$ cat src/rtl/core/epc_pkg.sv
`default_nettype none
// ----------------------------------------------------------------------------
// epc_pkg
// Shared types and constants for the echo pulse capture and zoning block.
// ----------------------------------------------------------------------------
package epc_pkg;

    localparam int CAP_W     = 16;  // capture value field
    localparam int OVF_W     = 16;  // saturating overflow counters
    localparam int WID_W     = 32;  // pulse widths and thresholds
    localparam int CH_W      = 2;   // channel field
    localparam int CFG_IDX_W = 3;   // register index on the config channel

    localparam logic [OVF_W-1:0] OVF_MAX = 16'hFFFF;

    // Register reset values, in counter ticks (58 ticks per cm)
    localparam logic [WID_W-1:0] RST_MIN_VALID = 32'(58 * 2);
    localparam logic [WID_W-1:0] RST_MAX_VALID = 32'(58 * 400);
    localparam logic [WID_W-1:0] RST_NEAR      = 32'(58 * 50);
    localparam logic [WID_W-1:0] RST_MID       = 32'(58 * 100);
    localparam logic [WID_W-1:0] RST_FAR       = 32'(58 * 150);

    typedef enum logic [CFG_IDX_W-1:0] {
        CFG_ACTIVE    = 3'd0,
        CFG_MIN_VALID = 3'd1,
        CFG_MAX_VALID = 3'd2,
        CFG_NEAR      = 3'd3,
        CFG_MID       = 3'd4,
        CFG_FAR       = 3'd5
    } cfg_idx_t;

    typedef enum logic [2:0] {
        ZONE_NONE   = 3'd0,
        ZONE_NEAR   = 3'd1,
        ZONE_MID    = 3'd2,
        ZONE_FAR    = 3'd3,
        ZONE_SILENT = 3'd4
    } zone_t;

    typedef enum logic {
        ACT_OVERFLOW = 1'b0,
        ACT_CAPTURE  = 1'b1
    } action_t;

    typedef struct packed {
        action_t           action;
        logic [CH_W-1:0]   channel;
        logic              pin_level;
        logic [CAP_W-1:0]  capture_value;
    } evt_t;

    typedef struct packed {
        logic [CH_W-1:0]   out_channel;
        logic [WID_W-1:0]  width_ticks;
        logic              measured;
    } chan_result_t;

    typedef struct packed {
        logic              active;
        logic [WID_W-1:0]  min_valid;
        logic [WID_W-1:0]  max_valid;
        logic [WID_W-1:0]  near_limit;
        logic [WID_W-1:0]  mid_limit;
        logic [WID_W-1:0]  far_limit;
    } zone_cfg_t;

endpackage
`default_nettype wire

$ cat src/rtl/core/echo_pulse_capture_proximity_zone_top.sv
`default_nettype none
// Path: a beat accepted on s_axis passes the input register, the channel
//   state stage and the zone stage in turn before it is presented on m_axis.
// Throughput: one event per cycle unless a stalled result beat on m_axis holds the pipeline.
// Reset: synchronous active-low aresetn clears all channel state, empties the
//   pipeline and loads the zoning registers with their default thresholds.
// ----------------------------------------------------------------------------
// echo_pulse_capture_proximity_zone_top
// Multi-channel echo pulse-width capture with nearest-distance beep zoning.
// ----------------------------------------------------------------------------
module echo_pulse_capture_proximity_zone_top #(
    parameter int NUM_CHANNELS = 3,
    parameter int COUNTER_BITS = 16
) (
    input  wire logic         aclk,
    input  wire logic         aresetn,
    // event stream
    input  wire logic         s_axis_tvalid,
    output logic              s_axis_tready,
    input  wire logic [23:0]  s_axis_tdata,  // channel[1:0], pin_level[2],
                                             // capture_value[18:3], zero pad
    input  wire logic         s_axis_tuser,  // action[0]
    // result stream
    output logic              m_axis_tvalid,
    input  wire logic         m_axis_tready,
    output logic [39:0]       m_axis_tdata,  // out_channel[1:0],
                                             // width_ticks[33:2], zone[36:34], zero pad
    output logic              m_axis_tuser,  // measured[0]
    // register writes
    input  wire logic         cfg_valid,
    output logic              cfg_ready,
    input  wire logic [2:0]   cfg_index,
    input  wire logic [31:0]  cfg_data
);
    import epc_pkg::*;

    // ---------------- configuration registers ----------------
    zone_cfg_t cfg_reg, cfg_next;

    // Always take writes; unknown indexes are dropped.
    assign cfg_ready = 1'b1;

    always_comb begin
        cfg_next = cfg_reg;
        if (cfg_valid && cfg_ready) begin
            case (cfg_idx_t'(cfg_index))
                CFG_ACTIVE:    cfg_next.active     = cfg_data[0];
                CFG_MIN_VALID: cfg_next.min_valid  = cfg_data;
                CFG_MAX_VALID: cfg_next.max_valid  = cfg_data;
                CFG_NEAR:      cfg_next.near_limit = cfg_data;
                CFG_MID:       cfg_next.mid_limit  = cfg_data;
                CFG_FAR:       cfg_next.far_limit  = cfg_data;
                default:       cfg_next = cfg_reg;
            endcase
        end
    end

    always_ff @(posedge aclk) begin
        if (!aresetn) begin
            cfg_reg.active     <= 1'b0;
            cfg_reg.min_valid  <= RST_MIN_VALID;
            cfg_reg.max_valid  <= RST_MAX_VALID;
            cfg_reg.near_limit <= RST_NEAR;
            cfg_reg.mid_limit  <= RST_MID;
            cfg_reg.far_limit  <= RST_FAR;
        end else begin
            cfg_reg <= cfg_next;
        end
    end

    // ---------------- input register ----------------
    // Hold the accepted beat until the channel stage takes it.
    logic          in_vld_reg, in_vld_next;
    evt_t          in_evt_reg, in_evt_next;
    evt_t          s_evt;
    logic          chan_ready;

    always_comb begin
        s_evt.action        = action_t'(s_axis_tuser);
        s_evt.channel       = s_axis_tdata[1:0];
        s_evt.pin_level     = s_axis_tdata[2];
        s_evt.capture_value = s_axis_tdata[18:3];
    end

    assign s_axis_tready = !in_vld_reg || chan_ready;

    always_comb begin
        in_vld_next = in_vld_reg;
        in_evt_next = in_evt_reg;
        if (s_axis_tready) begin
            in_vld_next = s_axis_tvalid;
        end
        if (s_axis_tvalid && s_axis_tready) begin
            in_evt_next = s_evt;
        end
    end

    always_ff @(posedge aclk) begin
        if (!aresetn) begin
            in_vld_reg <= 1'b0;
        end else begin
            in_vld_reg <= in_vld_next;
        end
    end

    always_ff @(posedge aclk) begin
        in_evt_reg <= in_evt_next;
    end

    // ---------------- channel state stage ----------------
    logic              mid_valid;
    logic              zone_ready;
    chan_result_t      mid_res;
    logic [WID_W-1:0]  widths [NUM_CHANNELS];

    epc_chan #(
        .NUM_CHANNELS (NUM_CHANNELS),
        .COUNTER_BITS (COUNTER_BITS)
    ) u_chan (
        .aclk      (aclk),
        .aresetn   (aresetn),
        .in_valid  (in_vld_reg),
        .in_evt    (in_evt_reg),
        .in_ready  (chan_ready),
        .out_valid (mid_valid),
        .out_res   (mid_res),
        .out_ready (zone_ready),
        .widths    (widths)
    );

    // ---------------- zoning and output stage ----------------
    // The zone reads the widths as left by the beat now in the channel
    // stage; the next beat updates them on the same edge the zone is taken.
    chan_result_t      out_res;
    logic [2:0]        out_zone;

    epc_zone #(
        .NUM_CHANNELS (NUM_CHANNELS)
    ) u_zone (
        .aclk      (aclk),
        .aresetn   (aresetn),
        .in_valid  (mid_valid),
        .in_res    (mid_res),
        .in_ready  (zone_ready),
        .widths    (widths),
        .cfg       (cfg_reg),
        .out_valid (m_axis_tvalid),
        .out_res   (out_res),
        .out_zone  (out_zone),
        .out_ready (m_axis_tready)
    );

    assign m_axis_tdata = {3'b000, out_zone, out_res.width_ticks, out_res.out_channel};
    assign m_axis_tuser = out_res.measured;

    // back-pressure on the input only ever comes from a stalled result beat
    a_stall_source: assert property (@(posedge aclk) disable iff (!aresetn)
        !s_axis_tready |-> m_axis_tvalid && !m_axis_tready)
        else $error("input stalled without output back-pressure");

endmodule
`default_nettype wire

$ cat src/rtl/core/epc_chan.sv
`default_nettype none
// ----------------------------------------------------------------------------
// epc_chan
// Per-channel capture state: start counts, overflow counts, pulse widths.
// Updates state for one event per cycle unless out_ready stalls a held result, and registers the channel result.
// ----------------------------------------------------------------------------
module epc_chan #(
    parameter int NUM_CHANNELS = 3,
    parameter int COUNTER_BITS = 16
) (
    input  wire logic                         aclk,
    input  wire logic                         aresetn,
    input  wire logic                         in_valid,
    input  wire epc_pkg::evt_t                in_evt,
    output logic                              in_ready,
    output logic                              out_valid,
    output epc_pkg::chan_result_t             out_res,
    input  wire logic                         out_ready,
    output logic [epc_pkg::WID_W-1:0]         widths [NUM_CHANNELS]
);
    import epc_pkg::*;

    localparam logic [31:0] CNT_MASK = (COUNTER_BITS >= 32) ? 32'hFFFF_FFFF
                                     : ((32'd1 << COUNTER_BITS) - 32'd1);
    localparam logic [CAP_W-1:0] CAP_MASK = CNT_MASK[CAP_W-1:0];

    logic [CAP_W-1:0]  start_reg  [NUM_CHANNELS];
    logic [CAP_W-1:0]  start_next [NUM_CHANNELS];
    logic [OVF_W-1:0]  ovf_reg    [NUM_CHANNELS];
    logic [OVF_W-1:0]  ovf_next   [NUM_CHANNELS];
    logic [WID_W-1:0]  width_reg  [NUM_CHANNELS];
    logic [WID_W-1:0]  width_next [NUM_CHANNELS];

    logic              vld_reg, vld_next;
    chan_result_t      res_reg, res_next;

    logic              take;
    logic              is_cap;
    logic [31:0]       ch_wide;
    logic [CAP_W-1:0]  cap_m;
    logic [CAP_W-1:0]  sel_start;
    logic [OVF_W-1:0]  sel_ovf;
    logic [63:0]       ovf_shift;
    logic [WID_W-1:0]  new_width;
    logic [CH_W-1:0]   rep_ch;
    logic [31:0]       rep_wide;
    logic [WID_W-1:0]  rep_width;

    assign in_ready  = !vld_reg || out_ready;
    assign take      = in_valid && in_ready;
    assign out_valid = vld_reg;
    assign out_res   = res_reg;

    always_comb begin
        ch_wide   = {{(32-CH_W){1'b0}}, in_evt.channel};
        cap_m     = in_evt.capture_value & CAP_MASK;
        is_cap    = (in_evt.action == ACT_CAPTURE) && (ch_wide < 32'(NUM_CHANNELS));

        // select the capturing channel's stored state
        sel_start = start_reg[0];
        sel_ovf   = ovf_reg[0];
        for (int i = 0; i < NUM_CHANNELS; i++) begin
            if (ch_wide == 32'(i)) begin
                sel_start = start_reg[i];
                sel_ovf   = ovf_reg[i];
            end
        end
        ovf_shift = 64'(sel_ovf) << COUNTER_BITS;
        new_width = WID_W'(cap_m) - WID_W'(sel_start) + ovf_shift[WID_W-1:0];

        for (int i = 0; i < NUM_CHANNELS; i++) begin
            start_next[i] = start_reg[i];
            ovf_next[i]   = ovf_reg[i];
            width_next[i] = width_reg[i];
            if (take) begin
                if (in_evt.action == ACT_OVERFLOW) begin
                    if (ovf_reg[i] != OVF_MAX) begin
                        ovf_next[i] = ovf_reg[i] + {{(OVF_W-1){1'b0}}, 1'b1};
                    end
                end else if (is_cap && (ch_wide == 32'(i))) begin
                    if (in_evt.pin_level) begin
                        start_next[i] = cap_m;
                    end else begin
                        width_next[i] = new_width;
                        ovf_next[i]   = '0;
                    end
                end
            end
        end

        // report the capturing channel, else channel 0
        rep_ch    = is_cap ? in_evt.channel : '0;
        rep_wide  = {{(32-CH_W){1'b0}}, rep_ch};
        rep_width = width_next[0];
        for (int i = 0; i < NUM_CHANNELS; i++) begin
            if (rep_wide == 32'(i)) begin
                rep_width = width_next[i];
            end
        end

        vld_next = vld_reg;
        res_next = res_reg;
        if (in_ready) begin
            vld_next = in_valid;
        end
        if (take) begin
            res_next.out_channel = rep_ch;
            res_next.width_ticks = rep_width;
            res_next.measured    = is_cap && !in_evt.pin_level;
        end
    end

    always_ff @(posedge aclk) begin
        if (!aresetn) begin
            vld_reg <= 1'b0;
            for (int i = 0; i < NUM_CHANNELS; i++) begin
                start_reg[i] <= '0;
                ovf_reg[i]   <= '0;
                width_reg[i] <= '0;
            end
        end else begin
            vld_reg <= vld_next;
            for (int i = 0; i < NUM_CHANNELS; i++) begin
                start_reg[i] <= start_next[i];
                ovf_reg[i]   <= ovf_next[i];
                width_reg[i] <= width_next[i];
            end
        end
    end

    always_ff @(posedge aclk) begin
        res_reg <= res_next;
    end

    always_comb begin
        for (int i = 0; i < NUM_CHANNELS; i++) begin
            widths[i] = width_reg[i];
        end
    end

    // an overflow tick reports channel 0 with no new measurement
    a_tick_result: assert property (@(posedge aclk) disable iff (!aresetn)
        take && (in_evt.action == ACT_OVERFLOW)
        |=> vld_reg && !res_reg.measured && (res_reg.out_channel == '0))
        else $error("overflow tick produced a measurement");

endmodule
`default_nettype wire

$ cat src/rtl/core/epc_zone.sv
`default_nettype none
// ----------------------------------------------------------------------------
// epc_zone
// Nearest valid width across channels, classified into a beep zone.
// Registers the final result beat.
// ----------------------------------------------------------------------------
module epc_zone #(
    parameter int NUM_CHANNELS = 3
) (
    input  wire logic                         aclk,
    input  wire logic                         aresetn,
    input  wire logic                         in_valid,
    input  wire epc_pkg::chan_result_t        in_res,
    output logic                              in_ready,
    input  wire logic [epc_pkg::WID_W-1:0]    widths [NUM_CHANNELS],
    input  wire epc_pkg::zone_cfg_t           cfg,
    output logic                              out_valid,
    output epc_pkg::chan_result_t             out_res,
    output logic [2:0]                        out_zone,
    input  wire logic                         out_ready
);
    import epc_pkg::*;

    logic              vld_reg, vld_next;
    chan_result_t      res_reg, res_next;
    zone_t             zone_reg, zone_next;

    logic              take;
    logic              any_valid;
    logic [WID_W-1:0]  best;
    zone_t             zone_calc;

    assign in_ready  = !vld_reg || out_ready;
    assign take      = in_valid && in_ready;
    assign out_valid = vld_reg;
    assign out_res   = res_reg;
    assign out_zone  = zone_reg;

    always_comb begin
        any_valid = 1'b0;
        best      = '0;
        for (int i = 0; i < NUM_CHANNELS; i++) begin
            if ((widths[i] >= cfg.min_valid) && (widths[i] < cfg.max_valid)) begin
                if (!any_valid || (widths[i] < best)) begin
                    best = widths[i];
                end
                any_valid = 1'b1;
            end
        end

        if (!cfg.active) begin
            zone_calc = ZONE_SILENT;
        end else if (!any_valid) begin
            zone_calc = ZONE_NONE;
        end else if (best < cfg.near_limit) begin
            zone_calc = ZONE_NEAR;
        end else if (best < cfg.mid_limit) begin
            zone_calc = ZONE_MID;
        end else if (best < cfg.far_limit) begin
            zone_calc = ZONE_FAR;
        end else begin
            zone_calc = ZONE_SILENT;
        end

        vld_next  = vld_reg;
        res_next  = res_reg;
        zone_next = zone_reg;
        if (in_ready) begin
            vld_next = in_valid;
        end
        if (take) begin
            res_next  = in_res;
            zone_next = zone_calc;
        end
    end

    always_ff @(posedge aclk) begin
        if (!aresetn) begin
            vld_reg <= 1'b0;
        end else begin
            vld_reg <= vld_next;
        end
    end

    always_ff @(posedge aclk) begin
        res_reg  <= res_next;
        zone_reg <= zone_next;
    end

    a_silent_when_off: assert property (@(posedge aclk) disable iff (!aresetn)
        take && !cfg.active |=> zone_reg == ZONE_SILENT)
        else $error("zone not silent with classification disabled");

    a_valid_measure_zoned: assert property (@(posedge aclk) disable iff (!aresetn)
        take && cfg.active && in_res.measured
        && (in_res.width_ticks >= cfg.min_valid) && (in_res.width_ticks < cfg.max_valid)
        |=> zone_reg != ZONE_NONE)
        else $error("valid new width reported as no valid channel");

endmodule
`default_nettype wire

$ cat config.mk
export PLATFORM = sky130hd
export DESIGN_NAME = echo_pulse_capture_proximity_zone_top
export DESIGN_NICKNAME = d
export VERILOG_FILES = /design/src/rtl/core/epc_pkg.sv /design/src/rtl/core/echo_pulse_capture_proximity_zone_top.sv /design/src/rtl/core/epc_chan.sv /design/src/rtl/core/epc_zone.sv
export SDC_FILE = /design/constraint.sdc
export NUM_CORES = 1
export LEC_CHECK = 0
export BUFFER_PORTS_ARGS = -buffer_cell sky130_fd_sc_hd__buf_2
export CORE_MARGIN = 2
export CORE_UTILIZATION = 45
export CTS_CLUSTER_SIZE = 8
export DETAILED_ROUTE_END_ITERATION = 10
export PLACE_DENSITY = 0.72
export REMOVE_ABC_BUFFERS = 1
export SYNTH_ARGS = -nofsm -noshare
export SYNTH_HDL_FRONTEND = slang
export SYNTH_SLANG_ARGS = --single-unit
export TNS_END_PERCENT = 50
$ cat constraint.sdc
create_clock -name aclk -period 12.47 [get_ports aclk]
set_clock_uncertainty 0.05 [all_clocks]
set_input_delay 0.6235 -clock aclk [delete_from_list [all_inputs] [get_ports aclk]]
set_output_delay 0.6235 -clock aclk [all_outputs]
set_load 0.05 [all_outputs]
==> metrics.csv, run 1 <==
stage,metric,value,unit
logic_synthesis,async_reset_ff_share,0,%
floorplan,die_area,63700,sq um
place,gp_congestion,0.936,
logic_synthesis,synth_common_cells,"nand2_1, ha_1, dfxtp_1",
timing,clock.fmax,0.0871,GHz
detailed_routing,drt-total-wl,79.1,mm
clock_tree,htree_levels,3,
pwr,vdd_ir_drop_max,0.0000989,V
pwr,power.density,138,nW/um^2
place,port_buffers,99,
finish,syn2layout_area_growth,11.4,%
finish,largest_reg_flops,161,
logic_synthesis,yosys_register_bits,449,
critical_path,worst_path_largest_cell_delay,0.88,ns
detailed_routing,vias,23900,
pwr,p_switching,1.38,mW
timing,min_period_over_period,92.0,%
timing,rsz0062_at_grt,no,
clock_tree,cts_tree,yes,
floorplan,core_area,61400,sq um
detailed_routing,dr.pass1.iters,6,
finish,drive_above_1_share,6.81,%
critical_path,worstPathRequired,12.79,ns
critical_path,cp_num_buf_inv,1,
detailed_routing,drc,0,
pwr,comb_power_share,23.6,%
global_routing,grt_overflow_total,0,
detailed_routing,met1_length,35.2,mm
global_routing,groute.usage.overall,24.8,%
logic_synthesis,yosys_warnings,0,
pwr,switching_share,32.4,%
logic_synthesis,yosysMostFrequentCell,nand2_1,
detailed_routing,detail_route.wl_per_cell,18.7,microns
critical_path,start_kind,flop,
global_routing,grt_pass1_wl,124,mm
logic_synthesis,synth_area_leader_cell,dfxtp_1,
critical_path,setup.worst_path.end_class,flop,
clock_tree,clockBufferDepth,3,
detailed_routing,first_iter_violations,2143,
clock_tree,post_cts_buffers,0,
critical_path,critPathMaxFanout,49,
logic_synthesis,synth_cells,3355,
finish,fin_util,50.4,%
detailed_routing,viasPerCell,5.66,
logic_synthesis,ys_top_cells_by_area,"dfxtp_1, ha_1, edfxtp_1",
status,status,finished clean,
clock_tree,post_cts_resized,0,
hold_path,hp-class,in -> reg,
detailed_routing,wl_met3,4.74,mm
pwr,power,4.26,mW
floorplan,die_w,252,microns
global_routing,grt_pass1_vias,22300,
pwr,p_seq_share,36.5,%
clock_tree,cts-root-buf,clkbuf_16,
logic_synthesis,synth-edff-count,93,
logic_synthesis,syn-cell-area,27800,sq um
finish,fillers,5672,
clock_tree,cts_made_buffers,66,
finish,nets,3849,
pwr,leakage,12.7,nW
floorplan,die_y,252,microns
critical_path,reg2reg_setup_slack,0.99,ns
logic_synthesis,synth_top_area_share,25.7,%
clock_tree,cts.sinks,449,
floorplan,rows,91,
detailed_routing,route.antenna.remaining_nets,0,
logic_synthesis,synth_flop_cell,dfxtp_1,
critical_path,cp_slowest_cell,o21ai_4,
timing,slew_viol_final,0,
detailed_routing,wl_met2,37.0,mm
timing,hold_viol,0,
pwr,p_int,2.88,mW
critical_path,crit_family,compound AO/OA/AOI/OAI gates,
clock_tree,clk_pin_slew,0.05,ns
flow_run,max_cap_viol_count,0,
finish,diodes,0,
timing,worstMarginPinSlew,1.23,ns
timing,setup_viol,0,
floorplan,initial_core_util,45.2,%
pwr,clkPwrFrac,39.9,%
clock_tree,clk_latency,0.63,ns
place,dpl.hpwl,57.7,mm
detailed_routing,routed.top_layer,met4,
timing,maxSlewHeadroom,17.6,%
global_routing,antenna_found_initial,0,
timing,holdWs,0.119,ns
critical_path,path_class,reg -> reg,
clock_tree,cts_hold_buffers,0,
critical_path,worstPathArrival,11.80,ns
logic_synthesis,avgSynthCellArea,8.27,sq um
floorplan,ioPinCount,109,
timing,fin_crit,11.48,ns
logic_synthesis,yosysSeqAreaShare,35.7,%
logic_synthesis,synthDistinctLibCells,73,
timing,tns,0,ns
global_routing,grt_start_max_net_pins,128,
==> metrics by stage <==
stage	cell area (sq um)	instances	setup slack, ns
floorplan	27200	3206	1.36
global placement	29000	4126	1.56
detailed placement	29000	4126	1.36
CTS	30900	4225	1.29
global route	30900	4225	0.126
finish	30900	4225	0.994
==> worst register-to-register path, delay by kind of cell, from the launching register on <==
family	cells	cell delay (ns)
fa+ha+maj	4	1.41
flops	1	0.42
buf+inv	1	0.34
compound gates	16	4.97
simple gates	14	4.03
==> path summary, 6_finish.rpt <==
kind,start,endpoint,cells past startpoint
worst min register to register,u_chan.out_res[11],u_zone.out_res[11],0
worst max-delay path,u_chan.width_reg[0][31],u_zone.out_zone[1],35
worst max register to register,u_chan.width_reg[0][31],u_zone.out_zone[1],35
worst min-delay path,s_axis_tdata[0],in_evt_reg[17],1
==> power by group through the flow <==
stage                     Clock [mW]  Sequential [mW]  Combinational, mW
after detailed placement           0             1.58              0.978
after global routing            1.78             1.56               1.11
after global placement             0             1.58              0.964
final                           1.70             1.56               1.01
after floorplan                    0             1.58              0.653
after CTS                       1.73             1.56              0.990
==> kinds of logic after synthesis <==
logic type | after synthesis | share of synthesized area (%)
AND/OR/NAND/NOR | 1227 | 19.0
flip-flops | 449 | 35.7
AO/OA/AOI/OAI | 892 | 21.3
adder cells (fa/ha/maj) | 380 | 17.2
XOR/XNOR | 58 | 1.83
multiplexers | 8 | 0.293
other | 2 | 0.0271
buffers and inverters | 339 | 4.65
==> cell usage in the layout, fill, tap and decap left out, types with 10 or more instances in the layout <==
cell type / netlist / routed
clkbuf_16: 0 / 66
o211a_1: 10 / 10
a21oi_1: 206 / 206
xnor2_1: 21 / 21
nand2_1: 689 / 689
or3_1: 18 / 18
o22a_1: 17 / 17
and2_1: 40 / 40
nor2_1: 237 / 231
buf_4: 4 / 31
ha_1: 378 / 378
a22oi_1: 18 / 18
a31oi_1: 16 / 15
buf_2: 2 / 98
clkbuf_1: 138 / 24
a21o_1: 63 / 63
and3_1: 16 / 16
nor4_1: 11 / 11
nor3_1: 34 / 31
nand2b_1: 18 / 17
inv_1: 185 / 185
dfxtp_1: 356 / 356
o21a_1: 18 / 18
nor2b_1: 27 / 25
edfxtp_1: 93 / 93
a211oi_1: 25 / 25
o22ai_1: 23 / 23
a21boi_0: 218 / 218
nand3_1: 60 / 60
o21ai_0: 145 / 145
a221oi_1: 20 / 20
nand4_1: 60 / 60
xor2_1: 37 / 37
o211ai_1: 43 / 43
==> layer usage <==
metal	track usage, %	up-vias
met3	3.40	124
li1	-	11900
met4	8.76	0
met5	0	-
met1	33.0	11200
met2	41.1	721
==> area by class of cell <==
type	count	area [sq um]	area share (%)
clock buffer	91	1760	5.68
clock inverter	8	183	0.591
inverter	188	706	2.28
multi-input combinational	2569	16600	53.8
sequential	449	9920	32.1
tap	790	988	3.20
timing repair buffer	130	734	2.38
No activity file was read; power rests on OpenSTA's default activity.
==> run 2, diff against run 1 <==
Settings changed: CTS_CLUSTER_SIZE 8 to 12, SYNTH_HIERARCHICAL set to 1.
==> run 2 against run 1 <==
- maximum frequency shrank 2.0%
- clock-buffer cell count fell by 14
- sequential share of layout area down 0.46 points
- utilization decreased by 0.46 points
- flip-flop and latch count is the same
- register-to-register slack worse by 0.24 ns
- area after synthesis up 2.8%
==> metrics.csv, run 2 <==
stage,metric,value,unit,change
hold_path,hp-class,in -> reg,,
global_routing,grt_pass1_vias,22400,,+0.49%
pwr,comb_power_share,15.3,%,-8.3 points
clock_tree,post_cts_resized,0,,unchanged
critical_path,setup.worst_path.end_class,flop,,
logic_synthesis,synth-compound-area-share,16.3,%,-5.0 points
timing,tns,0,ns,unchanged
status,status,finished clean,,
floorplan,die_area,65400,sq um,+2.7%
critical_path,worstPathArrival,12.02,ns,+0.22 ns
critical_path,start_kind,flop,,
critical_path,reg2reg_setup_slack,0.76,ns,-0.24 ns
detailed_routing,detail_route.wl_per_cell,18.3,microns,-2.4%
pwr,p_switching,993,uW,-28%
pwr,vdd_ir_drop_max,0.000102,V,+2.9%
critical_path,reg2reg_depth,39,,+11%
detailed_routing,met1_length,33.0,mm,-6.5%
finish,final_common_cell,nand2_1,,
detailed_routing,vias,23200,,-2.9%
detailed_routing,route.antenna.remaining_nets,0,,unchanged
logic_synthesis,synth_top_area_share,25.0,%,-0.69 points
timing,holdWs,0.124,ns,+0.00525 ns
detailed_routing,drc,0,,unchanged
logic_synthesis,yosys_warnings,6,,+6
logic_synthesis,synth_area_leader_cell,dfxtp_1,,
global_routing,grt_overflow_total,0,,unchanged
logic_synthesis,synth_xor_area_share,1.55,%,-0.28 points
finish,largest_reg_flops,161,,unchanged
floorplan,core_area,62900,sq um,+2.4%
critical_path,cp_slowest_cell,nor2_4,,
detailed_routing,wl_met2,35.4,mm,-4.4%
logic_synthesis,yosys_register_bits,449,,unchanged
hold_path,holdPathStages,1,,unchanged
floorplan,die_w,256,microns,+1.4%
floorplan,die_y,256,microns,+1.4%
finish,fillers,5962,,+5.1%
critical_path,critPathMaxFanout,48,,-2.0%
detailed_routing,routed.top_layer,met4,,
floorplan,initial_core_util,45.4,%,+0.16 points
place,post-place-ws,1.06,ns,-0.296 ns
clock_tree,cts_tree,yes,,
timing,rsz0062_at_grt,no,,
timing,clock.fmax,0.0854,GHz,-2.0%
place,dpl.hpwl,55.9,mm,-3.0%
pwr,leakage,13.5,nW,+6.0%
pwr,power.density,115,nW/um^2,-17%
clock_tree,cts-root-buf,clkbuf_16,,
hold_path,min_to,in_evt_reg[0],,
clock_tree,post_cts_buffers,0,,unchanged
logic_synthesis,synth_cells,3210,,-4.3%
detailed_routing,viasPerCell,5.60,,-1.1%
pwr,switching_share,27.6,%,-4.8 points
logic_synthesis,yosys.area_share.adder,16.7,%,-0.46 points
timing,fin_crit,11.71,ns,+0.236 ns
logic_synthesis,synth_common_cells,"nand2_1, ha_1, dfxtp_1",,
detailed_routing,wl_met3,3.60,mm,-24%
logic_synthesis,yosysMostFrequentCell,nand2_1,,
critical_path,worstPathRequired,12.78,ns,about the same
clock_tree,cts_hold_buffers,0,,unchanged
flow_run,max_cap_viol_count,0,,unchanged
finish,nets,3706,,-3.7%
critical_path,r2r-end,u_zone/out_zone[2],,
logic_synthesis,synth-simple-area-share,17.1,%,-1.9 points
clock_tree,clk_pin_slew,0.06,ns,about the same
timing,maxSlewHeadroom,28.0,%,+10 points
place,port_buffers,99,,unchanged
timing,post-route-worst-setup-slack,0.758,ns,-0.236 ns
pwr,p_int,2.61,mW,-9.6%
finish,syn2layout_area_growth,9.96,%,
finish,drive_above_1_share,7.49,%,+0.67 points
finish,layout_common_cells,"nand2_1, ha_1, dfxtp_1",,
logic_synthesis,yosysSeqAreaShare,34.8,%,-0.96 points
clock_tree,cts.sinks,449,,unchanged
pwr,p_seq_share,42.7,%,+6.2 points
clock_tree,clockBufferDepth,3,,unchanged
place,gp_congestion,0.916,,-2.2%
global_routing,grt_pass1_wl,120,mm,-3.6%
timing,slew_viol_final,0,,unchanged
finish,finalInstanceArea,31400,sq um,+1.5%
place,placed_area,29700,sq um,+2.4%
hold_path,hold_start,s_axis_tdata[3],,
detailed_routing,dr.pass1.iters,5,,-1
logic_synthesis,ys_top_cells_by_area,"dfxtp_1, ha_1, edfxtp_1",,
logic_synthesis,synth-edff-count,93,,unchanged
global_routing,grt_start_max_net_pins,112,,-13%
logic_synthesis,avgSynthCellArea,8.89,sq um,+7.4%
critical_path,path_class,reg -> reg,,
timing,min_period_over_period,93.9,%,+1.9 points
floorplan,ioPinCount,109,,unchanged
logic_synthesis,synth.area.mux_share,8.06,%,+7.8 points
global_routing,antenna_found_initial,1,,+1
critical_path,timing.rr.start,cfg_reg[143],,
logic_synthesis,synth_flop_cell,dfxtp_1,,
place,placed_cells,4057,,-1.7%
global_routing,groute.usage.overall,22.6,%,-2.1 points
clock_tree,clk_latency,0.63,ns,about the same
pwr,clkPwrFrac,42.0,%,+2.1 points
logic_synthesis,syn-cell-area,28500,sq um,+2.8%
clock_tree,htree_levels,2,,-1
detailed_routing,first_iter_violations,1842,,-14%
floorplan,rows,92,,+1.1%
timing,worstMarginPinSlew,1.08,ns,-0.154 ns
detailed_routing,drt-total-wl,75.8,mm,-4.2%
finish,stdcell_count,4146,,-1.9%
logic_synthesis,synth_top_family_by_area,simple AND/OR/NAND/NOR gates,,
critical_path,worst_path_largest_cell_delay,0.85,ns,-0.03 ns
timing,hold_viol,0,,unchanged
logic_synthesis,async_reset_ff_share,0,%,unchanged
logic_synthesis,synthDistinctLibCells,98,,+34%
timing,setup_viol,0,,unchanged
critical_path,cpMostUsedCell,a21oi_1,,
clock_tree,cts_made_buffers,48,,-27%
-- run 2: cell count changes in the layout (fill, tap and decap cells not counted), moves of 12 or more --
cell       delta
a21oi_1      -33
xor2_1       -13
and2_1       -12
a21boi_0    -143
o211ai_1     -26
nand2_1     -188
inv_1        +42
clkbuf_16    -18
nor2_1       -59
clkbuf_8     +13
o21ai_0      -27
nor2b_1      +82
mux2i_1     +217
-- run 2: per-layer routing --
metal	vias to the layer above	GRT usage [%]
met2	632	38.5
met4	0	11.0
met5	-	0
met1	10900	28.5
met3	194	2.64
li1	11500	-
-- run 2: cells by family (layout without fill, tap and decap cells) --
kind of cell | Yosys count | in the layout
DFF | 449 | 449
AOI/OAI and AO/OA | 695 | 695
other | 2 | 5
and+or+nand+nor | 1047 | 1047
xor gates and xnor gates | 49 | 49
adders and majority gates | 380 | 380
muxes | 229 | 229
buffers and inverters | 359 | 446
-- run 2: how the worst max path moves through the flow --
stage / from / endpoint / slack [ns] / depth (start not counted)
after global placement: u_chan/width_reg[0][0] / u_zone/out_zone[2] / 1.14 / 40
after global routing: cfg_reg[143] / u_zone/out_zone[2] / 0.11 / 39
after CTS: cfg_reg[143] / u_zone/out_zone[2] / 1.0 / 39
after floorplan: cfg_reg[97] / u_zone/out_zone[2] / 1.57 / 38
after detailed placement: cfg_reg[143] / u_zone/out_zone[2] / 1.06 / 39
final: cfg_reg[143] / u_zone/out_zone[2] / 0.76 / 39
-- run 2: critical path: cells and delay by family (launching register included) --
kind	cells	cell delay, ns
buf+inv	4	0.89
compound gates	19	5.01
fa+ha+maj	4	1.24
flops	1	0.34
mux	1	0.45
simple gates	11	3.47
-- run 2: per-stage QoR --
stage	util [%]	power [mW]
global placement	47.2	2.10
finish	49.9	3.60
detailed placement	47.2	2.11
global route	49.9	3.74
CTS	49.9	3.62
floorplan	-	1.94
-- run 2: cell type report --
| class | instances | area [sq um] | share of cell area [%] |
|---|---|---|---|
| clock buffers | 77 | 1450 | 4.63 |
| diodes | 1 | 2.50 | 0.00798 |
| multi-input cells | 2404 | 17100 | 54.5 |
| clock inverters | 11 | 234 | 0.746 |
| inverters | 228 | 856 | 2.73 |
| flip-flops and latches | 449 | 9920 | 31.6 |
| well taps | 846 | 1060 | 3.38 |
| repair buffers | 130 | 738 | 2.35 |
-- run 2: power groups by stage --
stage / Sequential, mW / Clock (mW) / Combinational [mW]
after CTS: 1.54 / 1.54 / 0.544
final: 1.54 / 1.51 / 0.551
after detailed placement: 1.57 / 0 / 0.540
after global routing: 1.54 / 1.60 / 0.604
after global placement: 1.57 / 0 / 0.535
after floorplan: 1.57 / 0 / 0.364
